## config.mk

```make
export PLATFORM = sky130hd
export DESIGN_NAME = mma_mac
export DESIGN_NICKNAME = d
export VERILOG_FILES = /design/src/rtl/core/mma_pkg.sv /design/src/rtl/core/mma_mac.sv
export SDC_FILE = /design/constraint.sdc
export NUM_CORES = 2
export LEC_CHECK = 0
export ABC_CLOCK_PERIOD_IN_PS = 10230
export BUFFER_PORTS_ARGS = -buffer_cell sky130_fd_sc_hd__buf_2
export CAP_MARGIN = 40
export CORE_ASPECT_RATIO = 1.5
export CORE_MARGIN = 1
export CORE_UTILIZATION = 60
export DETAILED_ROUTE_END_ITERATION = 16
export HOLD_SLACK_MARGIN = 0.02
export PLACE_DENSITY = 0.78
export RECOVER_POWER = 50
export SETUP_SLACK_MARGIN = 0.3
export SLEW_MARGIN = 10
export SYNTH_ARGS = -nofsm -noshare
export SYNTH_HDL_FRONTEND = slang
export SYNTH_SLANG_ARGS = --single-unit
```

## constraint.sdc

```tcl
create_clock -name clock -period 10.23 [get_ports clock]
set_input_delay 0 -clock clock [delete_from_list [all_inputs] [get_ports clock]]
set_output_delay 0 -clock clock [all_outputs]
set_load 0.01 [all_outputs]
```

## src/rtl/core/mma_pkg.sv

```systemverilog
// Shared types and constants for the matrix multiply-accumulate unit.
// Used by the top level and mma_mac under rtl/core; depends on nothing else.
package mma_pkg;

   // default sizes of the stores and of the arithmetic
   localparam int DIM_MAX_DEF    = 8;
   localparam int ELEM_WIDTH_DEF = 32;
   localparam int ACC_WIDTH_DEF  = 64;

   // port widths fixed by the stream formats
   localparam int REQ_DATA_W = 104;
   localparam int REQ_USER_W = 2;
   localparam int RSP_DATA_W = 72;
   localparam int RSP_USER_W = 1;
   localparam int SIZE_W     = 4;

   // matrix_size after reset
   localparam logic [SIZE_W-1:0] SIZE_RESET = 4'd8;

   // command carried in req_tuser
   typedef enum logic [1:0] {
      CMD_LOAD_A = 2'd0,
      CMD_LOAD_B = 2'd1,
      CMD_LOAD_C = 2'd2,
      CMD_START  = 2'd3
   } mma_cmd_type;

   // sequencer states
   typedef enum logic [2:0] {
      ST_IDLE,
      ST_C_READ,
      ST_C_LOAD,
      ST_MUL,
      ST_ADD,
      ST_WB,
      ST_OUT
   } mma_state_type;

   // controls from the sequencer to the MAC datapath
   typedef struct packed {
      logic load;   // take the starting C value, clear the clip flag
      logic mul;    // register the product of the operands
      logic add;    // saturating add of the product into the accumulator
   } mma_mac_ctl_type;

endpackage

```

## src/rtl/core/mma_mac.sv

```systemverilog
// Shared multiply and saturating-accumulate datapath.
// Depends on mma_pkg for the control struct.
module mma_mac #(
   parameter int ELEM_WIDTH = mma_pkg::ELEM_WIDTH_DEF,
   parameter int ACC_WIDTH  = mma_pkg::ACC_WIDTH_DEF
) (
   input  logic                         clock,
   input  mma_pkg::mma_mac_ctl_type     ctl,
   input  logic signed [ACC_WIDTH-1:0]  init_value,
   input  logic signed [ELEM_WIDTH-1:0] a_value,
   input  logic signed [ELEM_WIDTH-1:0] b_value,
   output logic signed [ACC_WIDTH-1:0]  acc,
   output logic                         clip
);
   import mma_pkg::*;

   localparam int PROD_W = 2 * ELEM_WIDTH;
   localparam int SUM_W  = ((ACC_WIDTH > PROD_W) ? ACC_WIDTH : PROD_W) + 1;
   localparam logic signed [SUM_W-1:0] SAT_HI = (SUM_W'(1) <<< (ACC_WIDTH - 1)) - SUM_W'(1);
   localparam logic signed [SUM_W-1:0] SAT_LO = -SAT_HI - SUM_W'(1);

   logic signed [PROD_W-1:0]    prod_ff;
   logic signed [ACC_WIDTH-1:0] acc_ff, acc_in;
   logic                        clip_ff, clip_in;
   logic signed [SUM_W-1:0]     sum;

   // product register
   always_ff @(posedge clock) begin
      if (ctl.mul) begin
         prod_ff <= a_value * b_value;
      end
   end

   // exact sum, then clamp to the accumulator range
   assign sum = SUM_W'(acc_ff) + SUM_W'(prod_ff);

   always_comb begin
      acc_in  = acc_ff;
      clip_in = clip_ff;
      if (ctl.load) begin
         acc_in  = init_value;
         clip_in = 1'b0;
      end else if (ctl.add) begin
         if (sum > SAT_HI) begin
            acc_in  = ACC_WIDTH'(SAT_HI);
            clip_in = 1'b1;
         end else if (sum < SAT_LO) begin
            acc_in  = ACC_WIDTH'(SAT_LO);
            clip_in = 1'b1;
         end else begin
            acc_in = ACC_WIDTH'(sum);
         end
      end
   end

   always_ff @(posedge clock) begin
      acc_ff  <= acc_in;
      clip_ff <= clip_in;
   end

   assign acc  = acc_ff;
   assign clip = clip_ff;

endmodule
```

==> impl_metrics.env <==
export IMPL_timing_setup_critical_path_class="in2reg"
export IMPL_cts_buffers_inserted=17
export IMPL_final_layout_size_suffix_gt1_frac=0.03905
export IMPL_post_synth_main_area_contributors="sky130_fd_sc_hd__fa_1 (48%), sky130_fd_sc_hd__edfxtp_1 (8.6%), sky130_fd_sc_hd__inv_1 (8.4%)"
export IMPL_maxSlewViolCount=163
export IMPL_finalSetupTns_ns=0
export IMPL_worstPathBufferInverterCount=4
export IMPL_critPathTopFamily="adder cells"
export IMPL_cts_root_to_sink_buffers=2
export IMPL_synth_yosys_warnings=0
export IMPL_placement_io_buffers=196
export IMPL_postSynthNetCount=6272
export IMPL_cp_max_fo=32
export IMPL_layout_cell_area_non_filler_um2=47440
export IMPL_timing_clock_skew_ns=0.01278
export IMPL_slowest_delay_ns=1.25
export IMPL_floorplan_core_area_um2=73880
export IMPL_most_common_layout_cells="sky130_fd_sc_hd__fa_1 (1083), sky130_fd_sc_hd__inv_1 (1007), sky130_fd_sc_hd__nand2_1 (633), sky130_fd_sc_hd__and2_1 (513), sky130_fd_sc_hd__ha_1 (248)"
export IMPL_antenna_left=0
export IMPL_ordered_list_of_cells_on_the_worst_path="clkbuf_1 -> nand2_1 -> fa_1 -> fa_1 -> inv_1 -> fa_1 -> fa_1 -> fa_1 -> ha_1 -> fa_1 -> inv_1 -> fa_1 -> inv_1 -> ha_1 -> nand4_1 -> nor2_1 -> nand2_1 -> o211ai_1 -> a41oi_1 -> o41ai_2 -> a21oi_1 -> nor3_1 -> o22ai_1 -> xnor2_1"
export IMPL_antenna_found_initial=3
export IMPL_die_area_um2=75860
export IMPL_run_status="finished, violations left"
export IMPL_critPathSlowestCell="sky130_fd_sc_hd__clkbuf_1"
export IMPL_layout_commonest_cell="sky130_fd_sc_hd__fa_1"
export IMPL_finish_net_count=6317
export IMPL_die_h_um=336.8
export IMPL_grt_start_max_net_pins=79
export IMPL_wire_length_of_the_first_global_routing_pass_um=194700
export IMPL_cts_resized_gates=0
export IMPL_starting_density_of_the_core=0.6069
export IMPL_grt_overflow_total=0
export IMPL_wl_per_cell_um=20.83
export IMPL_syn_mean_instance_area_um2=9.325
export IMPL_postSynthRegisterBits=129
export IMPL_violations="capacitance limit, slew limit"
export IMPL_share_of_synthesized_registers_carrying_an_async_set_or_reset=0
export IMPL_cap_viol_max_count=3
export IMPL_timing_final_hold_violations=0
export IMPL_dieWidth_um=225.2
export IMPL_grt_pass1_vias=37660
export IMPL_synthesis_area_um2=44840
export IMPL_gp_congestion=0.9466
export IMPL_route_vias_total=33790
export IMPL_post_synthesis_sequential_area_ratio=0.08616
export IMPL_layout_area_overhead_vs_synth_pct=5.795
export IMPL_route_detailed_drc=0
export IMPL_worst_pin_slew_ns=3.781
export IMPL_initial_drc_count=1875
export IMPL_synth_largest_type_area_fraction=0.4835
export IMPL_number_of_optimization_iterations_in_the_first_detailed_route_pass=5
export IMPL_synth_flop_cell="sky130_fd_sc_hd__edfxtp_1"
export IMPL_cts_htree_levels=4
export IMPL_worstPathArrival_ns=8.33
export IMPL_rows=122
export IMPL_postPlaceCellArea_um2=46250
export IMPL_io_pins=197
export IMPL_grt_setup_unrepaired="no"
export IMPL_layout_filler_cells=6161
export IMPL_yosys_cell_types_count=67
export IMPL_post_synth_edffs=128
export IMPL_tritoncts="yes"
export IMPL_root_buffer="sky130_fd_sc_hd__clkbuf_16"
export IMPL_synth_top_area_cell="sky130_fd_sc_hd__fa_1"
export IMPL_detail_route_wirelength_um=122100
export IMPL_number_of_setup_violations_in_the_final_report=0
export IMPL_track_usage=0.3375
export IMPL_cts_reportedPaths_clkPinSlew_ns=0.06
export IMPL_worst_slew_margin_rel=-1.521
export IMPL_numClockSinks=129
export IMPL_synthesis_instances=4809
export IMPL_start_kind="input pin"
export IMPL_path_common_cell="sky130_fd_sc_hd__fa_1"
export IMPL_crit_path_end_kind="flip-flop"
export IMPL_final_period_minus_worst_setup_slack_ns=8.150
export IMPL_final_period_utilization=0.7966
export IMPL_post_cts_buffers=0
export IMPL_worst_endpoint_required_ns=10.41
export IMPL_worst_hold_path_type="in2reg"
export IMPL_clk_latency_ns=0.43
export IMPL_route_detailed_vias_per_inst=5.765
export IMPL_max_freq_mhz=122.7
export IMPL_dp_hpwl_um=100900
==> final cells by class <==
cell class / instances / area, µm² / share of cell area
timing repair buffer: 275 / 1669 / 0.03518
sequential: 129 / 3864 / 0.08144
tap: 992 / 1241 / 0.02616
clock inverter: 13 / 187.7 / 0.003956
inverter: 1007 / 3780 / 0.07968
multi-input combinational: 3424 / 36260 / 0.7644
antenna: 3 / 7.507 / 0.0001582
clock buffer: 18 / 429.2 / 0.009046
==> worst paths after layout <==
check	start	slack (ns)	cells after the start	end
setup / recovery	a_value[0]	2.08	24	prod_ff[60]
hold / removal	ctl[2]	0.05	2	acc[47]
setup reg to reg	acc[1]	5.39	12	acc[2]
hold reg to reg	acc[0]	0.77	3	acc[0]
==> repair_timing <==
item                                    4_1_cts  5_1_grt
endpoints found under the hold margin        65        0
hold buffers                                 66        0
endpoints found under the setup margin        0        0
==> metal layers <==
metal / up-vias / part of all wire / global-route usage
li1: 14570 / - / -
met1: 17290 / 0.31 / 0.3355
met4: 2 / 0.10 / 0.2892
met5: - / 0.00011 / 0
met2: 1329 / 0.54 / 0.6217
met3: 600 / 0.046 / 0.03800
==> registers in the layout (all words and copies together) (netlist names) <==
name and cells:
acc 64, clip 1, prod_ff 64
==> cells by family (layout without fill, tap and decap cells) <==
logic type | after synthesis | after routing | share of synthesized area
and+or+nand+nor | 1418 | 1418 | 0.1559
adders and majority gates | 1331 | 1331 | 0.5527
buffers and inverters | 1256 | 1313 | 0.1054
AOI/OAI and AO/OA | 546 | 546 | 0.07458
DFF | 129 | 129 | 0.08616
xor gates and xnor gates | 127 | 127 | 0.02481
muxes | 2 | 2 | 0.0004465
other | 0 | 3 | 0
==> cell usage after synthesis (6+ instances only) <==
| cell type | number |
|---|---|
| sky130_fd_sc_hd__fa_1 | 1083 |
| sky130_fd_sc_hd__nand3_1 | 29 |
| sky130_fd_sc_hd__xor2_1 | 50 |
| sky130_fd_sc_hd__clkbuf_1 | 234 |
| sky130_fd_sc_hd__nor3_1 | 30 |
| sky130_fd_sc_hd__a21o_1 | 57 |
| sky130_fd_sc_hd__o21ai_1 | 55 |
| sky130_fd_sc_hd__and2_1 | 514 |
| sky130_fd_sc_hd__nor2b_1 | 23 |
| sky130_fd_sc_hd__a31oi_1 | 15 |
| sky130_fd_sc_hd__ha_1 | 248 |
| sky130_fd_sc_hd__a21oi_1 | 201 |
| sky130_fd_sc_hd__nand3b_1 | 6 |
| sky130_fd_sc_hd__o31ai_1 | 10 |
| sky130_fd_sc_hd__o21a_1 | 16 |
| sky130_fd_sc_hd__o211ai_1 | 11 |
| sky130_fd_sc_hd__nor2_1 | 100 |
| sky130_fd_sc_hd__o21ai_0 | 81 |
| sky130_fd_sc_hd__o21bai_1 | 30 |
| sky130_fd_sc_hd__nand2b_1 | 20 |
| sky130_fd_sc_hd__xnor2_1 | 77 |
| sky130_fd_sc_hd__edfxtp_1 | 128 |
| sky130_fd_sc_hd__a211oi_1 | 13 |
| sky130_fd_sc_hd__nand4_1 | 28 |
| sky130_fd_sc_hd__and3_1 | 10 |
| sky130_fd_sc_hd__nand2_1 | 633 |
| sky130_fd_sc_hd__a211o_1 | 6 |
| sky130_fd_sc_hd__inv_1 | 1007 |
| sky130_fd_sc_hd__buf_2 | 10 |
| sky130_fd_sc_hd__or2_2 | 7 |
==> through the flow <==
step	std cells	util	worst slack, ns	hold slack [ns]
2_1_floorplan	4809	-	2.832	0.1125
3_3_place_gp	5758	0.6254	1.912	0.2558
3_5_place_dp	5761	0.6260	1.749	0.2657
4_1_cts	5858	0.6433	2.161	0.02054
5_1_grt	5859	0.6421	1.535	0.05216
6_report	5861	0.6421	2.080	0.04696
==> worst register-to-register path, cell delays in order, from the launching register on <==
cell and delay [ns]:
sky130_fd_sc_hd__edfxtp_1 0.46, sky130_fd_sc_hd__ha_1 0.35, sky130_fd_sc_hd__a211oi_1 0.30, sky130_fd_sc_hd__o211ai_1 0.18, sky130_fd_sc_hd__a21boi_2 0.23, sky130_fd_sc_hd__nand3b_1 0.19
sky130_fd_sc_hd__a41o_1 0.35, sky130_fd_sc_hd__a21bo_2 0.29, sky130_fd_sc_hd__a31oi_1 0.36, sky130_fd_sc_hd__mux2i_4 0.60, sky130_fd_sc_hd__buf_4 0.46, sky130_fd_sc_hd__nand2b_1 0.52
sky130_fd_sc_hd__o21ai_1 0.38
Power is left out: the tool's default activity adds up to more than one toggle a clock period on the data nets, which glitch-free logic cannot reach.
